`config.mk`:
```
export PLATFORM = sky130hd
export DESIGN_NAME = typec_sink_attach_fsm
export DESIGN_NICKNAME = d
export VERILOG_FILES = /design/src/rtl/tcsnk_pkg.sv /design/src/rtl/typec_sink_attach_fsm.sv
export SDC_FILE = /design/constraint.sdc
export NUM_CORES = 1
export LEC_CHECK = 0
export BUFFER_PORTS_ARGS = -buffer_cell sky130_fd_sc_hd__buf_2
export CAP_MARGIN = 20
export CORE_AREA = 2 2 92 94
export DETAILED_ROUTE_END_ITERATION = 12
export DIE_AREA = 0 0 94 96
export PLACE_DENSITY = 0.84
export SLEW_MARGIN = 20
export SYNTH_ARGS = -nofsm -noshare
export SYNTH_HDL_FRONTEND = slang
export SYNTH_SLANG_ARGS = --single-unit
```
`constraint.sdc`:
```
create_clock -name clk -period 11.4 [get_ports clk]
set_input_delay 1.71 -clock clk [delete_from_list [all_inputs] [get_ports clk]]
set_output_delay 1.71 -clock clk [all_outputs]
set_load 0.05 [all_outputs]
```
`src/rtl/tcsnk_pkg.sv`:
```
// Shared types and constants for the Type-C sink attach state machine.
// No dependencies; used by typec_sink_attach_fsm.
package tcsnk_pkg;

  localparam int unsigned CntW    = 16;
  localparam int unsigned CfgIdxW = 8;
  localparam int unsigned CfgDatW = 16;

  // configuration register indexes
  localparam logic [CfgIdxW-1:0] REG_VBUS_DEBOUNCE = 8'd0;
  localparam logic [CfgIdxW-1:0] REG_CC_POLL       = 8'd1;

  localparam logic [CntW-1:0] VBUS_DEBOUNCE_RST = 16'd100;
  localparam logic [CntW-1:0] CC_POLL_RST       = 16'd20;

  // connection state codes
  localparam logic [1:0] ST_DETACHED  = 2'd0;
  localparam logic [1:0] ST_DETECTING = 2'd1;
  localparam logic [1:0] ST_ATTACHED  = 2'd2;

  // polarity codes
  localparam logic [1:0] POL_NONE = 2'd0;
  localparam logic [1:0] POL_CC1  = 2'd1;
  localparam logic [1:0] POL_CC2  = 2'd2;

  typedef struct packed {
    logic [1:0] cc2_level;
    logic [1:0] cc1_level;
    logic       polarity_done;
    logic       vbus_ok;
    logic       tick;
  } status_t;

  typedef struct packed {
    logic [1:0] polarity_value;
    logic       polarity_request;
    logic       scan_request;
    logic       attached;
    logic [1:0] conn_state;
  } result_t;

endpackage

```
`src/rtl/typec_sink_attach_fsm.sv`:
```
// Type-C sink attach state machine: detached, detecting, sink attached.
// Depends on tcsnk_pkg for codes and beat layouts.
//
// Each input beat is one system update (timer tick plus port controller
// status) and yields exactly one result beat. The state update and the
// result are computed combinationally from the state registers and the
// input beat and land in an output register, so one beat is taken per
// clock while the output is not stalled; in_tready only drops when the
// output register is full and the sink is stalling. The first result
// after reset requests polarity "none". Configuration writes are always
// accepted and apply to the next beat; an unknown index is ignored.
module typec_sink_attach_fsm (
  input  logic        clk,
  input  logic        rst_n,
  // input beat
  input  logic        in_tvalid,
  output logic        in_tready,
  input  logic [7:0]  in_tdata,   // tick, vbus_ok, polarity_done, cc1_level[1:0],
                                  // cc2_level[1:0], zero pad
  input  logic        in_tuser,   // scan_valid
  // result beat
  output logic        out_tvalid,
  input  logic        out_tready,
  output logic [7:0]  out_tdata,  // conn_state[1:0], attached, scan_request,
                                  // polarity_request, polarity_value[1:0], zero pad
  // configuration
  input  logic        cfg_valid,
  output logic        cfg_ready,
  input  logic [tcsnk_pkg::CfgIdxW-1:0] cfg_index,
  input  logic [tcsnk_pkg::CfgDatW-1:0] cfg_data
);

  localparam int unsigned CntW = tcsnk_pkg::CntW;

  logic [CntW-1:0] vbus_deb_ticks_r;
  logic [CntW-1:0] cc_poll_ticks_r;

  logic [1:0]      state_r, state_nxt;
  logic            deb_run_r, deb_run_nxt;
  logic [CntW-1:0] deb_cnt_r, deb_cnt_nxt;
  logic            poll_run_r, poll_run_nxt;
  logic [CntW-1:0] poll_cnt_r, poll_cnt_nxt;
  logic [1:0]      last_cc1_r, last_cc1_nxt;
  logic [1:0]      last_cc2_r, last_cc2_nxt;
  logic            att_r, att_nxt;
  logic            pol_pend_r;

  logic                 out_valid_r;
  tcsnk_pkg::result_t   res_r, res_nxt;

  tcsnk_pkg::status_t st;
  logic               scan_valid;
  logic               in_beat;
  logic               req_scan, req_pol;
  logic [1:0]         req_pol_val;
  logic [CntW-1:0]    deb_cnt_inc, poll_cnt_inc;
  logic               go;

  assign st         = tcsnk_pkg::status_t'(in_tdata[6:0]);
  assign scan_valid = in_tuser;
  assign in_tready  = !out_valid_r || out_tready;
  assign in_beat    = in_tvalid && in_tready;
  assign cfg_ready  = 1'b1;

  // saturating tick counters, advanced before the state is evaluated
  always_comb begin
    deb_cnt_inc  = deb_cnt_r;
    poll_cnt_inc = poll_cnt_r;
    if (st.tick && deb_run_r && deb_cnt_r != '1) begin
      deb_cnt_inc = deb_cnt_r + 1'b1;
    end
    if (st.tick && poll_run_r && poll_cnt_r != '1) begin
      poll_cnt_inc = poll_cnt_r + 1'b1;
    end
  end

  always_comb begin
    state_nxt    = state_r;
    deb_run_nxt  = deb_run_r;
    deb_cnt_nxt  = deb_cnt_inc;
    poll_run_nxt = poll_run_r;
    poll_cnt_nxt = poll_cnt_inc;
    last_cc1_nxt = last_cc1_r;
    last_cc2_nxt = last_cc2_r;
    att_nxt      = att_r;
    req_scan     = 1'b0;
    req_pol      = pol_pend_r;
    req_pol_val  = tcsnk_pkg::POL_NONE;
    go           = 1'b1;

    unique case (state_r)
      tcsnk_pkg::ST_DETECTING: begin
        if (poll_run_r) begin
          if (poll_cnt_inc < cc_poll_ticks_r) begin
            go = 1'b0;
          end else begin
            poll_run_nxt = 1'b0;
            poll_cnt_nxt = '0;
            req_scan     = 1'b1;
          end
        end
        if (go && scan_valid) begin
          if (!st.vbus_ok) begin
            poll_run_nxt = 1'b0;
            poll_cnt_nxt = '0;
            state_nxt    = tcsnk_pkg::ST_DETACHED;
            att_nxt      = 1'b0;
            deb_run_nxt  = 1'b0;
            deb_cnt_nxt  = '0;
            req_pol      = 1'b1;
            req_pol_val  = tcsnk_pkg::POL_NONE;
          end else if (st.cc1_level != st.cc2_level && st.cc1_level == last_cc1_r &&
                       st.cc2_level == last_cc2_r) begin
            req_pol      = 1'b1;
            req_pol_val  = (st.cc1_level > st.cc2_level) ? tcsnk_pkg::POL_CC1
                                                         : tcsnk_pkg::POL_CC2;
            poll_run_nxt = 1'b0;
            poll_cnt_nxt = '0;
            state_nxt    = tcsnk_pkg::ST_ATTACHED;
            att_nxt      = 1'b1;
          end else begin
            last_cc1_nxt = st.cc1_level;
            last_cc2_nxt = st.cc2_level;
            poll_run_nxt = 1'b1;
            poll_cnt_nxt = '0;
          end
        end
      end
      tcsnk_pkg::ST_ATTACHED: begin
        if (!att_r && st.polarity_done) begin
          att_nxt = 1'b1;
        end
        if (!st.vbus_ok) begin
          state_nxt   = tcsnk_pkg::ST_DETACHED;
          att_nxt     = 1'b0;
          deb_run_nxt = 1'b0;
          deb_cnt_nxt = '0;
          req_pol     = 1'b1;
          req_pol_val = tcsnk_pkg::POL_NONE;
        end
      end
      default: begin
        // detached, and the unused code falls back to detached
        state_nxt = tcsnk_pkg::ST_DETACHED;
        if (st.polarity_done) begin
          if (!st.vbus_ok) begin
            deb_run_nxt = 1'b0;
            deb_cnt_nxt = '0;
          end else if (!deb_run_r) begin
            deb_run_nxt = 1'b1;
            deb_cnt_nxt = '0;
          end else if (deb_cnt_inc >= vbus_deb_ticks_r) begin
            deb_run_nxt  = 1'b0;
            deb_cnt_nxt  = '0;
            state_nxt    = tcsnk_pkg::ST_DETECTING;
            last_cc1_nxt = 2'd0;
            last_cc2_nxt = 2'd0;
            req_scan     = 1'b1;
            poll_run_nxt = 1'b0;
            poll_cnt_nxt = '0;
          end
        end
      end
    endcase

    res_nxt.conn_state       = state_nxt;
    res_nxt.attached         = att_nxt;
    res_nxt.scan_request     = req_scan;
    res_nxt.polarity_request = req_pol;
    res_nxt.polarity_value   = req_pol ? req_pol_val : tcsnk_pkg::POL_NONE;
  end

  always_ff @(posedge clk) begin
    if (!rst_n) begin
      vbus_deb_ticks_r <= tcsnk_pkg::VBUS_DEBOUNCE_RST;
      cc_poll_ticks_r  <= tcsnk_pkg::CC_POLL_RST;
    end else if (cfg_valid && cfg_ready) begin
      unique case (cfg_index)
        tcsnk_pkg::REG_VBUS_DEBOUNCE: vbus_deb_ticks_r <= cfg_data;
        tcsnk_pkg::REG_CC_POLL:       cc_poll_ticks_r  <= cfg_data;
        default: ;
      endcase
    end
  end

  always_ff @(posedge clk) begin
    if (!rst_n) begin
      state_r     <= tcsnk_pkg::ST_DETACHED;
      deb_run_r   <= 1'b0;
      deb_cnt_r   <= '0;
      poll_run_r  <= 1'b0;
      poll_cnt_r  <= '0;
      last_cc1_r  <= 2'd0;
      last_cc2_r  <= 2'd0;
      att_r       <= 1'b0;
      pol_pend_r  <= 1'b1;
      out_valid_r <= 1'b0;
    end else begin
      if (in_beat) begin
        state_r    <= state_nxt;
        deb_run_r  <= deb_run_nxt;
        deb_cnt_r  <= deb_cnt_nxt;
        poll_run_r <= poll_run_nxt;
        poll_cnt_r <= poll_cnt_nxt;
        last_cc1_r <= last_cc1_nxt;
        last_cc2_r <= last_cc2_nxt;
        att_r      <= att_nxt;
        pol_pend_r <= 1'b0;
      end
      if (in_beat) begin
        out_valid_r <= 1'b1;
      end else if (out_tready) begin
        out_valid_r <= 1'b0;
      end
    end
  end

  always_ff @(posedge clk) begin
    if (in_beat) begin
      res_r <= res_nxt;
    end
  end

  assign out_tvalid = out_valid_r;
  assign out_tdata  = {1'b0, res_r};

endmodule
```
==> run_results.csv <==
group,metric,value,unit
floorplanning,coreArea,0.00805,mm2
worst_setup_path,reg2reg_depth,15,
worst_setup_path,worstReg2RegStart,"poll_cnt_r[4]$_SDFFE_PN0P_",
synth,synthFlopType,"dfxtp_1",
timing,rsz0062_at_grt,"false",
drt,viasPerCell,6.02,
worst_setup_path,cp_max_fo,8,
worst_setup_path,worstReg2RegEnd,"deb_cnt_r[6]$_SDFFE_PN0P_",
global_route,gr-total-overflow,0,
timing,relSlewSlack,36.0,%
cells_and_area,fin_nets,712,
drt,first_pass_iters,4,
clock_tree,h-tree-depth,3,
drt,drc,0,
power_and_ir_drop,leakage,0.00227,uW
synth,synth_area_leaders,"dfxtp_1 30%, ha_1 9.2%, mux2i_1 6.4%",
power_and_ir_drop,p_comb_share,7.0,%
global_route,use_met2,51.2,%
power_and_ir_drop,p_switching,144,uW
synth,syn_area,0.00502,mm2
worst_hold_path,hp-start,"pol_pend_r$_SDFFE_PN1P_",
cells_and_area,final_util,68.3,%
power_and_ir_drop,internal_power,431,uW
worst_setup_path,startpoint_type,"input port",
synth,yosysSeqAreaShare,34.1,%
timing,fin_skew,0.0150,ns
clock_tree,numCtsBuffers,9,
global_route,grt_pass1_vias,4481,
cells_and_area,diodes,0,
clock_tree,clock_latency,0.37,ns
drt,drt_wl_total,12.0,mm
floorplanning,die_h,96,um
worst_hold_path,min_to,"pol_pend_r$_SDFFE_PN1P_",
global_route,grt_max_degree,47,
worst_setup_path,crit_chain,"buf_2 > and2_1 > and4_1 > and2_1 > nand4_1 > xnor2_1 > ha_1 > nand4_1 > nor4_1 > o21ai_0 > o211ai_1 > nor2_2 > o32a_2 > o21ai_1 > nor2_1",
placement,numPortBuffers,45,
clock_tree,cts_setup_buffers,0,
synth,yosys.area.top_type_share,29.9,%
global_route,use_met1,34.0,%
power_and_ir_drop,peakVddDrop,70.7,uV
worst_setup_path,crit_slowest_cell,"o211ai_1",
timing,worst_pin_slew,0.958,ns
clock_tree,clock_path_buffers,2,
clock_tree,cts-root-buf,"clkbuf_8",
cells_and_area,syn_to_final_growth,9.52,%
clock_tree,cts-resized-gates,0,
worst_setup_path,worst-path-buf-inv,1,
clock_tree,cts_tree,"yes",
global_route,gr-usage-all-layers,28.4,%
synth,yosys-top-cells-count,"75 x dfxtp_1, 64 x nand2_1, 61 x nor2_1, 44 x inv_1, 37 x ha_1",
run_status,status,"complete, no violations",
synth,ys_types,62,
global_route,antenna_found_initial,0,
synth,synth_edf_count,7,
floorplanning,dieArea,0.00902,mm2
synth,async_reset_ff_share,0,%
power_and_ir_drop,p_per_area,104,mW/mm2
power_and_ir_drop,switching_share,25.0,%
worst_setup_path,end_kind,"flip-flop",
synth,syn_avg_cell_area,8.27,um2
drt,wl_per_cell,16.1,um
worst_setup_path,cp.arrival,5.57,ns
timing,fin_crit,5.34,ns
timing,max_freq,187,MHz
floorplanning,die-width,94,um
drt,ant_nets,0,
global_route,grt_util_met3,4.46,%
placement,dp_hpwl,8.81,mm
floorplanning,rows,33,
worst_setup_path,setup.worst_path.class,"in2reg",
flow_run,maxCapViolCount,0,
synth,yosysWarnings,0,
synth,synth_seq_cells,82,
worst_hold_path,hold_path_class,"reg2reg",
clock_tree,cts_hold_buf,0,
worst_hold_path,hold_depth,2,
floorplanning,io_pins,49,
clock_tree,clkTransAtPathRegs,0.09,ns
drt,vias,4500,
cells_and_area,drive_above_1_share,11.7,%
power_and_ir_drop,power.share.clock,41.9,%
global_route,grt_busiest_layer,"met2",
worst_setup_path,reg2reg_slack,6.54,ns
worst_setup_path,critPathTopFamily,"simple AND/OR/NAND/NOR gates",
worst_setup_path,cp.required,11.63,ns
worst_setup_path,max_stage_delay,0.52,ns
floorplanning,start_util,62.4,%
timing,fin_tns_setup,0,ns
synth,synthCells,607,
synth,synth.most_common_cell,"dfxtp_1",
synth,synthesis.nets,682,
power_and_ir_drop,p_seq_share,51.1,%
timing,post-route-period-util,46.8,%
timing,hold_viol_final,0,
timing,setup_viol,0,
drt,drt-initial-drc-count,360,
timing,slew_viol_final,0,
clock_tree,cts_sinks,82,
synth,synth_area_leader_cell,"dfxtp_1",
global_route,grt_first_pass_wirelength,20.4,mm
placement,gp_congestion,0.850,
==> flip-flops by register name, indices dropped and copies added, names as in the netlist <==
register / cells
cc_poll_ticks_r: 16
deb_cnt_r: 16
poll_cnt_r: 16
vbus_deb_ticks_r: 16
out_tdata: 7
last_cc1_r: 2
last_cc2_r: 2
state_r: 2
att_r: 1
deb_run_r: 1
out_tvalid: 1
pol_pend_r: 1
poll_run_r: 1
==> through the flow <==
stage / instance area, um2 / total power (uW) / worst slack, ns / hold slack (ns) / cells
floorplan: 5020 / 325 / 6.49 / 0.439 / 607
global placement: 5270 / 339 / 5.86 / 0.455 / 731
detailed placement: 5270 / 340 / 5.79 / 0.462 / 731
CTS: 5500 / 576 / 6.14 / 0.477 / 747
global route: 5500 / 592 / 5.76 / 0.498 / 747
finish: 5500 / 575 / 6.06 / 0.477 / 747
==> cells in the final DEF (no fill, tap or decap), types with 2 or more instances in the layout <==
cell type,count
a31oi_1,10
nand2b_1,2
o21ai_1,10
nand4_1,14
o21ai_0,20
and4_1,6
clkbuf_8,11
nor4_1,6
xnor2_1,25
and3_1,11
mux2i_1,32
or3_1,2
o31ai_1,8
nor3_1,10
xor2_1,16
nand3_1,28
nor4b_1,6
a211oi_1,3
edfxtp_1,7
nor2_1,61
and2_1,6
or2_2,2
o22ai_1,2
inv_1,44
ha_1,37
nand2_1,64
conb_1,2
a21oi_1,18
o211ai_1,11
mux2_2,2
a22o_1,7
buf_4,3
o2111ai_1,2
o21bai_1,3
buf_2,45
nor2b_1,3
dfxtp_1,75
==> cells by family after synthesis <==
| kind of cell | share of synthesized area, % |
|---|---|
| adder cells (fa/ha/maj) | 9.22 |
| AND/OR/NAND/NOR | 22.1 |
| other | 0.150 |
| AO/OA/AOI/OAI | 14.4 |
| XOR/XNOR | 7.15 |
| buffers and inverters | 6.00 |
| flip-flops | 34.1 |
| multiplexers | 6.83 |
==> power groups by stage <==
stage	combinational, uW	sequential [uW]	clock, uW
floorplan	20.0	305	0
global route	43.7	294	254
global placement	38.5	300	0
finish	40.4	293	241
detailed placement	39.9	300	0
CTS	40.0	293	243
==> area by class of cell <==
class / count / area, um2
clock buffer: 12 / 176
clock inverter: 4 / 55.1
fill: 640 / 2550
inverter: 45 / 169
multi-input combinational: 451 / 3010
sequential: 82 / 1710
tap: 105 / 131
timing repair buffer: 48 / 248
==> metal layers <==
metal  vias to the layer above  part of all wire [%]
met5                         -                     0
met4                         0                   2.1
met3                        22                   4.8
met2                       127                    50
met1                      2147                    43
li1                       2204                     -
==> how the worst max path moves through the flow <==
stage                      from                     endpoint  depth (start not counted)
global route        in_tdata[0]    deb_cnt_r[6]$_SDFFE_PN0P_                         15
CTS                 in_tdata[0]  poll_cnt_r[12]$_SDFFE_PN0P_                         15
detailed placement  in_tdata[0]    deb_cnt_r[6]$_SDFFE_PN0P_                         15
global placement    in_tdata[0]    deb_cnt_r[0]$_SDFFE_PN0P_                         15
floorplan           in_tdata[0]    deb_cnt_r[2]$_SDFFE_PN0P_                         16
finish              in_tdata[0]    deb_cnt_r[6]$_SDFFE_PN0P_                         15
==> worst reg2reg max path: cells and delay by family (launching register included) <==
family | cells | cell delay, ns
simple gates | 9 | 2.20
fa+ha+maj | 1 | 0.31
flops | 1 | 0.48
xor+xnor | 1 | 0.17
compound gates | 4 | 1.58
Note: power is estimated with default switching activity, not from simulation.
